===== config.mk =====
export PLATFORM = sky130hd
export DESIGN_NAME = ctpd_div
export DESIGN_NICKNAME = d
export VERILOG_FILES = /design/src/rtl/ctpd_pkg.sv /design/src/rtl/ctpd_div.sv
export SDC_FILE = /design/constraint.sdc
export NUM_CORES = 2
export LEC_CHECK = 0
export BUFFER_PORTS_ARGS = -buffer_cell sky130_fd_sc_hd__clkbuf_2
export CAP_MARGIN = 20
export CORE_ASPECT_RATIO = 2
export CORE_MARGIN = 1.5
export CORE_UTILIZATION = 35
export CTS_BUF_LIST = sky130_fd_sc_hd__clkbuf_16
export CTS_CLUSTER_SIZE = 12
export DETAILED_ROUTE_END_ITERATION = 7
export GPL_TIMING_DRIVEN = 0
export HOLD_SLACK_MARGIN = 0.06
export SKIP_LAST_GASP = 1
export SYNTH_ARGS = -nofsm -noshare
export SYNTH_HDL_FRONTEND = slang
export SYNTH_SLANG_ARGS = --single-unit

===== constraint.sdc =====
create_clock -name clk -period 8.8 [get_ports clk]
set_input_delay 2.64 -clock clk [delete_from_list [all_inputs] [get_ports clk]]
set_output_delay 2.64 -clock clk [all_outputs]
set_load 0.05 [all_outputs]

===== src/rtl/ctpd_pkg.sv =====
`timescale 1ns / 1ps
// ----------------------------------------------------------------------------
// Cubic trajectory PD controller package
// Shared widths, register indexes, reset values and sideband types.
// ----------------------------------------------------------------------------
package ctpd_pkg;

  localparam int CFG_W     = 24;
  localparam int CFG_IDX_W = 3;
  localparam int TIME_W    = 24;
  localparam int POS_W     = 24;
  localparam int TORQUE_W  = 32;

  localparam logic [CFG_IDX_W-1:0] REG_DURATION = 3'd0;
  localparam logic [CFG_IDX_W-1:0] REG_START    = 3'd1;
  localparam logic [CFG_IDX_W-1:0] REG_TARGET   = 3'd2;
  localparam logic [CFG_IDX_W-1:0] REG_KP       = 3'd3;
  localparam logic [CFG_IDX_W-1:0] REG_KV       = 3'd4;

  localparam logic [CFG_W-1:0] RST_DURATION = 24'd40960;
  localparam logic [CFG_W-1:0] RST_START    = 24'd0;
  localparam logic [CFG_W-1:0] RST_TARGET   = 24'd205887;
  localparam logic [CFG_W-1:0] RST_KP       = 24'd409600;
  localparam logic [CFG_W-1:0] RST_KV       = 24'd40960;

  localparam int FRAC_S   = 24;
  localparam int S_W      = 25;
  localparam int G_W      = 23;
  localparam int H_W      = 25;
  localparam int DIST_W   = 25;
  localparam int DIST6_W  = 28;
  localparam int NUM_W    = 52;
  localparam int VQ_W     = 38;
  localparam int VREF_W   = 39;
  localparam int DH_W     = 51;
  localparam int RND_W    = 27;
  localparam int EP_W     = 25;
  localparam int EV_W     = 40;
  localparam int EV_LO_W  = 20;
  localparam int ACC_W    = 64;
  localparam int GAIN_FR  = 12;

  localparam logic [S_W-1:0] ONE_Q24 = 25'h1000000;

  typedef struct packed {
    logic signed [POS_W-1:0] pos;
    logic signed [POS_W-1:0] vel;
    logic                    past;
  } ctpd_side1_t;

  typedef struct packed {
    logic signed [POS_W-1:0] pos;
    logic signed [POS_W-1:0] vel;
    logic                    past;
    logic [H_W-1:0]          h;
    logic                    neg;
  } ctpd_side2_t;

endpackage


===== src/rtl/ctpd_div.sv =====
`timescale 1ns / 1ps
// ----------------------------------------------------------------------------
// Pipelined long divider
// Restoring division, one quotient bit per stage, with a sideband that
// travels alongside. The dividend must be below divisor * 2^QUO_W.
// ----------------------------------------------------------------------------
module ctpd_div #(
  parameter int DVS_W  = ctpd_pkg::CFG_W,
  parameter int QUO_W  = ctpd_pkg::S_W,
  parameter int SIDE_W = $bits(ctpd_pkg::ctpd_side1_t)
) (
  input  logic                   clk,
  input  logic                   rst_n,
  input  logic                   en,
  input  logic                   in_vld,
  input  logic [DVS_W+QUO_W-1:0] in_dividend,
  input  logic [SIDE_W-1:0]      in_side,
  input  logic [DVS_W-1:0]       divisor,
  output logic                   out_vld,
  output logic [QUO_W-1:0]       out_quot,
  output logic [SIDE_W-1:0]      out_side
);

  localparam int WORK_W = DVS_W + QUO_W;

  logic [WORK_W-1:0] work_r   [QUO_W];
  logic [WORK_W-1:0] work_nxt [QUO_W];
  logic [WORK_W-1:0] src_work [QUO_W];
  logic [SIDE_W-1:0] side_r   [QUO_W];
  logic [SIDE_W-1:0] side_nxt [QUO_W];
  logic [QUO_W-1:0]  vld_r;
  logic [QUO_W-1:0]  vld_nxt;

  always_comb begin
    src_work[0] = in_dividend;
    side_nxt[0] = in_side;
    for (int k = 1; k < QUO_W; k++) begin
      src_work[k] = work_r[k-1];
      side_nxt[k] = side_r[k-1];
    end
  end

  always_comb begin
    logic [DVS_W:0] trial;
    logic [DVS_W:0] diff;
    for (int k = 0; k < QUO_W; k++) begin
      trial = src_work[k][WORK_W-1 -: DVS_W+1];
      diff  = trial - {1'b0, divisor};
      if (trial >= {1'b0, divisor}) begin
        work_nxt[k] = {diff[DVS_W-1:0], src_work[k][QUO_W-2:0], 1'b1};
      end else begin
        work_nxt[k] = {trial[DVS_W-1:0], src_work[k][QUO_W-2:0], 1'b0};
      end
    end
  end

  assign vld_nxt = {vld_r[QUO_W-2:0], in_vld};

  always_ff @(posedge clk) begin
    if (!rst_n) begin
      vld_r <= '0;
    end else if (en) begin
      vld_r <= vld_nxt;
    end
  end

  always_ff @(posedge clk) begin
    if (en) begin
      for (int k = 0; k < QUO_W; k++) begin
        work_r[k] <= work_nxt[k];
        side_r[k] <= side_nxt[k];
      end
    end
  end

  assign out_vld  = vld_r[QUO_W-1];
  assign out_quot = work_r[QUO_W-1][QUO_W-1:0];
  assign out_side = side_r[QUO_W-1];

endmodule


# == Yosys cells after proc, flatten, opt, wreduce, memory -nomap -nowiden ==
# Memory sizes are Yosys's and may differ from the RTL's.
# Cells that the tools add are included.
# totals
register_bits,25
mem_bits_rw,2450
out_inout_bits,75
n_memories,2
# mem_list
memory,depth,width,rd,rd_clocked_by_memory_dff,write_ports,line,rtl
side_r,25,49,25,0,25,ctpd_div.sv:29,logic [SIDE_W-1:0] side_r [QUO_W];
work_r,25,49,25,0,25,ctpd_div.sv:26,logic [WORK_W-1:0] work_r [QUO_W];
# op_classes
n_addsub,25
magnitude_cmp,25
muxes,27
# op_table
op,count
49-bit two-way mux,25
25-bit by 24-bit greater-or-equal comparator with 1-bit output,25
24-bit subtractor,25
1-bit two-way mux,2

# == Longest topological paths before layout ==
# logic_depth
ltp_word,2
mapped_depth,15

# == Worst setup path after synthesis ==
# Ideal clock, no wire load.
# synth_timing
path_kind,input to register
startpoint,input divisor[10]
endpoint,"memory work_r[0][374] in the netlist's numbering, data pin"
setup_time_ns,0.260
arrival_time_ns,5.897
required_ns,8.540
slack_ns,2.643
path_stages,12
cell_sequence,inv_1 ha_1 a21o_1 a21o_1 a211oi_2 o21ai_2 a311o_1 nor2b_4 a221o_2 a211oi_4 buf_6 mux2_4
# synth_lines
item,line,rtl
from (decl),ctpd_div.sv:18,"input logic [DVS_W-1:0] divisor,"
to (decl),ctpd_div.sv:26,

==> results.md <==
- Status: completed
- WS Path Type: input pin to flop
- Final Total Pwr: 42.3 mW
- Power density over the cells: 346 nW/um^2
- R2r startpoint: work_r[0][369]
- Cell Area, Synth: 108,000 um^2
- CP max stage delay: 0.62 ns
- Average size of a mapped cell: 14.8 um^2
- Post-synthesis simple-gate area fraction: 0.0637
- Top cells by area, synth: edfxtp_1, ha_1, mux2_2
- CTS tree: built
- Synth Area in Adders: 0.0740
- Placed inst area: 115,000 um^2
- Max IR drop VDD: 0.181 mV
- CTS Buffer Depth: 4
- CTS sink count: 2,451
- Worst EP required: 9.40 ns
- Compound-gate portion of the synthesized area: 0.0975
- Post-DRT Antenna Nets: 0
- Net Count, Synth: 8,051
- Initial DRC count: 3,180
- CP startpoint: divisor[1]
- Sequential area share after synthesis: 0.679
- Reg2reg path depth: 13
- Hold Crit Depth: 0
- Post_cts resized: 0
- Commonest cells after routing, fill and taps aside: edfxtp_1, ha_1, a21oi_1, nand2_1, o21ai_0
- Main combinational cell family by area after synthesis: compound AO/OA/AOI/OAI gates
- CP Max Fanout: 17
- Rel. slew slack: 0.346
- Leading area contributor after synthesis: edfxtp_1
- Drt total wl: 248 mm
- I/O pin total: 201
- Num CTS Buffers: 247
- Clk Latency, worst-skew pair: 0.93 ns
- Final setup vio count: 0
- Congestion Overflow GR: 0
- Worst Slack Setup Final: 1.67 ns
- Starting Density: 0.351
- Critical path capture point type: flop
- Post-synth EDFFs: 2,426
- Critical-path top delay cell: a21boi_0
- Post-synthesis mux area share: 0.0362
- Core ar.: 307,000 um^2
- Clock skew: 0.0660 ns
- Synth top area share: 0.675
- Largest net degree at the start of global routing: 136
- Yosys warns: 0
- Final Util: 0.397
- Commonest non-fill, non-tap cell in the layout: edfxtp_1
- Max Freq: 0.140 GHz
- Met3 usage: 0.0198
- First-pass GRT wire length: 369 mm
- Min-delay worst type: flop to flop
- Final critical-path share of the clock period: 0.810
- Die height: 788 um
- Final Cell Area: 122,000 um^2
- Router iterations before antenna repair: 6
- Worst-margin pin slew: 0.971 ns
- GP Congestion: 0.860
- CP dominant cell by count: a21oi_1
- Synth Flop Type: edfxtp_1
- Post-DP HPWL: 171 mm
- Die Span X: 396 um
- Clock transition at path regs: 0.06 ns
- Met1 Track Usage GR: 0.157
- Hold path startpoint: work_r[0][502]
- MaxCap Viol Count: 0
- CTS root buf: clkbuf_16
- Routed len/inst: 20.7 um
- Final Slew Violations: 0
- Vias per cell: 5.04
- Final hold vios: 0
- Cells after synthesis: 7,301
- Synth-to-Final Area Change: 13.1%
- Vias in the first global route: 61,900
- Nets: 8,545
- Crit-path cells: clkbuf_4, inv_2, buf_12, ha_1, nor2b_1, o31a_1, o31ai_1, a21oi_1, o21ai_0, a21boi_0, nand3_1, nand2_1, clkbuf_1, buf_1, a21oi_1
- Setup repair bufs after CTS: 0
- # port buffers: 200
- Initial antenna violation count: 3
- RSZ-0062 raised after global routing: false
- Number of remaining DRC errors: 0
- Library cells used by synthesis: 96
- Global-route met2 utilization: 0.297
- Vias: 60,200
- Hold Buf Count CTS: 0
- Htree depth: 4
- Worst setup SP type: input pin
- Async S/R FF share, synth: 0
- Pre-CTS WS: 0.698 ns
- Layer with the highest usage: met2
- GRT Util Overall: 0.155
- Rows: 288
- Post-Synth XOR/XNOR Area: 0.0371
- Static Leak: 44.9 nW
- Die area: 312,000 um^2
- Crit path time final: 7.13 ns
- Setup tns final: 0 ns
- Worst Path Arrival: 7.73 ns
- Layout fillers: 28,200
- Synth Register Bits: 2,451
- Share of cells above drive strength 1: 0.121
-- cells in the mapped netlist (25+ instances only) --
| master | n |
|---|---|
| xnor2_1 | 291 |
| and3_1 | 46 |
| o21ai_0 | 424 |
| inv_1 | 194 |
| nand3_1 | 96 |
| nor3_1 | 93 |
| edfxtp_1 | 2426 |
| nor2b_1 | 116 |
| mux2_2 | 257 |
| o31ai_1 | 50 |
| mux2i_1 | 55 |
| mux2_4 | 28 |
| nand2b_1 | 84 |
| o21a_1 | 90 |
| a21o_1 | 233 |
| a21oi_1 | 492 |
| ha_1 | 600 |
| o21bai_1 | 51 |
| nor2_1 | 349 |
| clkbuf_1 | 79 |
| buf_2 | 39 |
| nand2_1 | 426 |
| a31oi_1 | 57 |
| a211oi_1 | 40 |
| xor2_1 | 166 |
| nand4_1 | 82 |
| dfxtp_1 | 25 |
-- flip-flops by register name, summed over array words and instances (netlist names) --
name	count
side_r	1225
vld_r	25
work_r	1201
-- power by group --
group	internal, mW	switching, mW
registers	15.8	1.21
logic	6.68	9.11
clock network	5.21	4.21
-- worst max-delay path, delay by kind of cell --
family / cells / cell delay [ns]
buffers and inverters: 5 / 2.37
AOI/OAI and AO/OA: 6 / 1.65
and+or+nand+nor: 3 / 0.65
adders and majority gates: 1 / 0.34
-- routing by layer --
layer / wire (um) / up-vias
met3: 7880 / 629
met5: 0 / -
met4: 16800 / 0
li1: - / 29000
met1: 89000 / 29300
met2: 134000 / 1282
-- through the flow --
stage,hold slack [ns],std cells
finish,0.378,11900
CTS,0.361,11900
detailed placement,0.405,11600
global route,0.373,11900
floorplan,0.400,7301
global placement,0.400,11600
-- worst paths after layout --
check,slack [ns],end
worst max-delay path,1.67,work_r[0][478]
worst min-delay path,0.38,work_r[0][552]
worst max register to register,4.24,work_r[0][431]
worst min register to register,0.38,work_r[0][552]
-- cell families (layout without fill, tap and decap cells) --
group / after synthesis / after routing
compound gates: 1674 / 1674
xor+xnor: 457 / 457
fa+ha+maj: 624 / 624
buf+inv: 323 / 902
flops: 2451 / 2451
mux: 344 / 344
other cells: 0 / 1
simple gates: 1428 / 1428
-- area by class of cell --
type	count	area [um^2]	area share
diodes	1	2.50	0.0000205
clock buffers	249	6230	0.0510
well taps	4060	5080	0.0416
flip-flops and latches	2451	73400	0.601
inverters	194	763	0.00625
multi-input cells	4527	33300	0.273
repair buffers	245	2170	0.0178
plain buffers	129	582	0.00476
clock inverters	85	658	0.00539
Note: power is estimated with default switching activity, not from simulation.
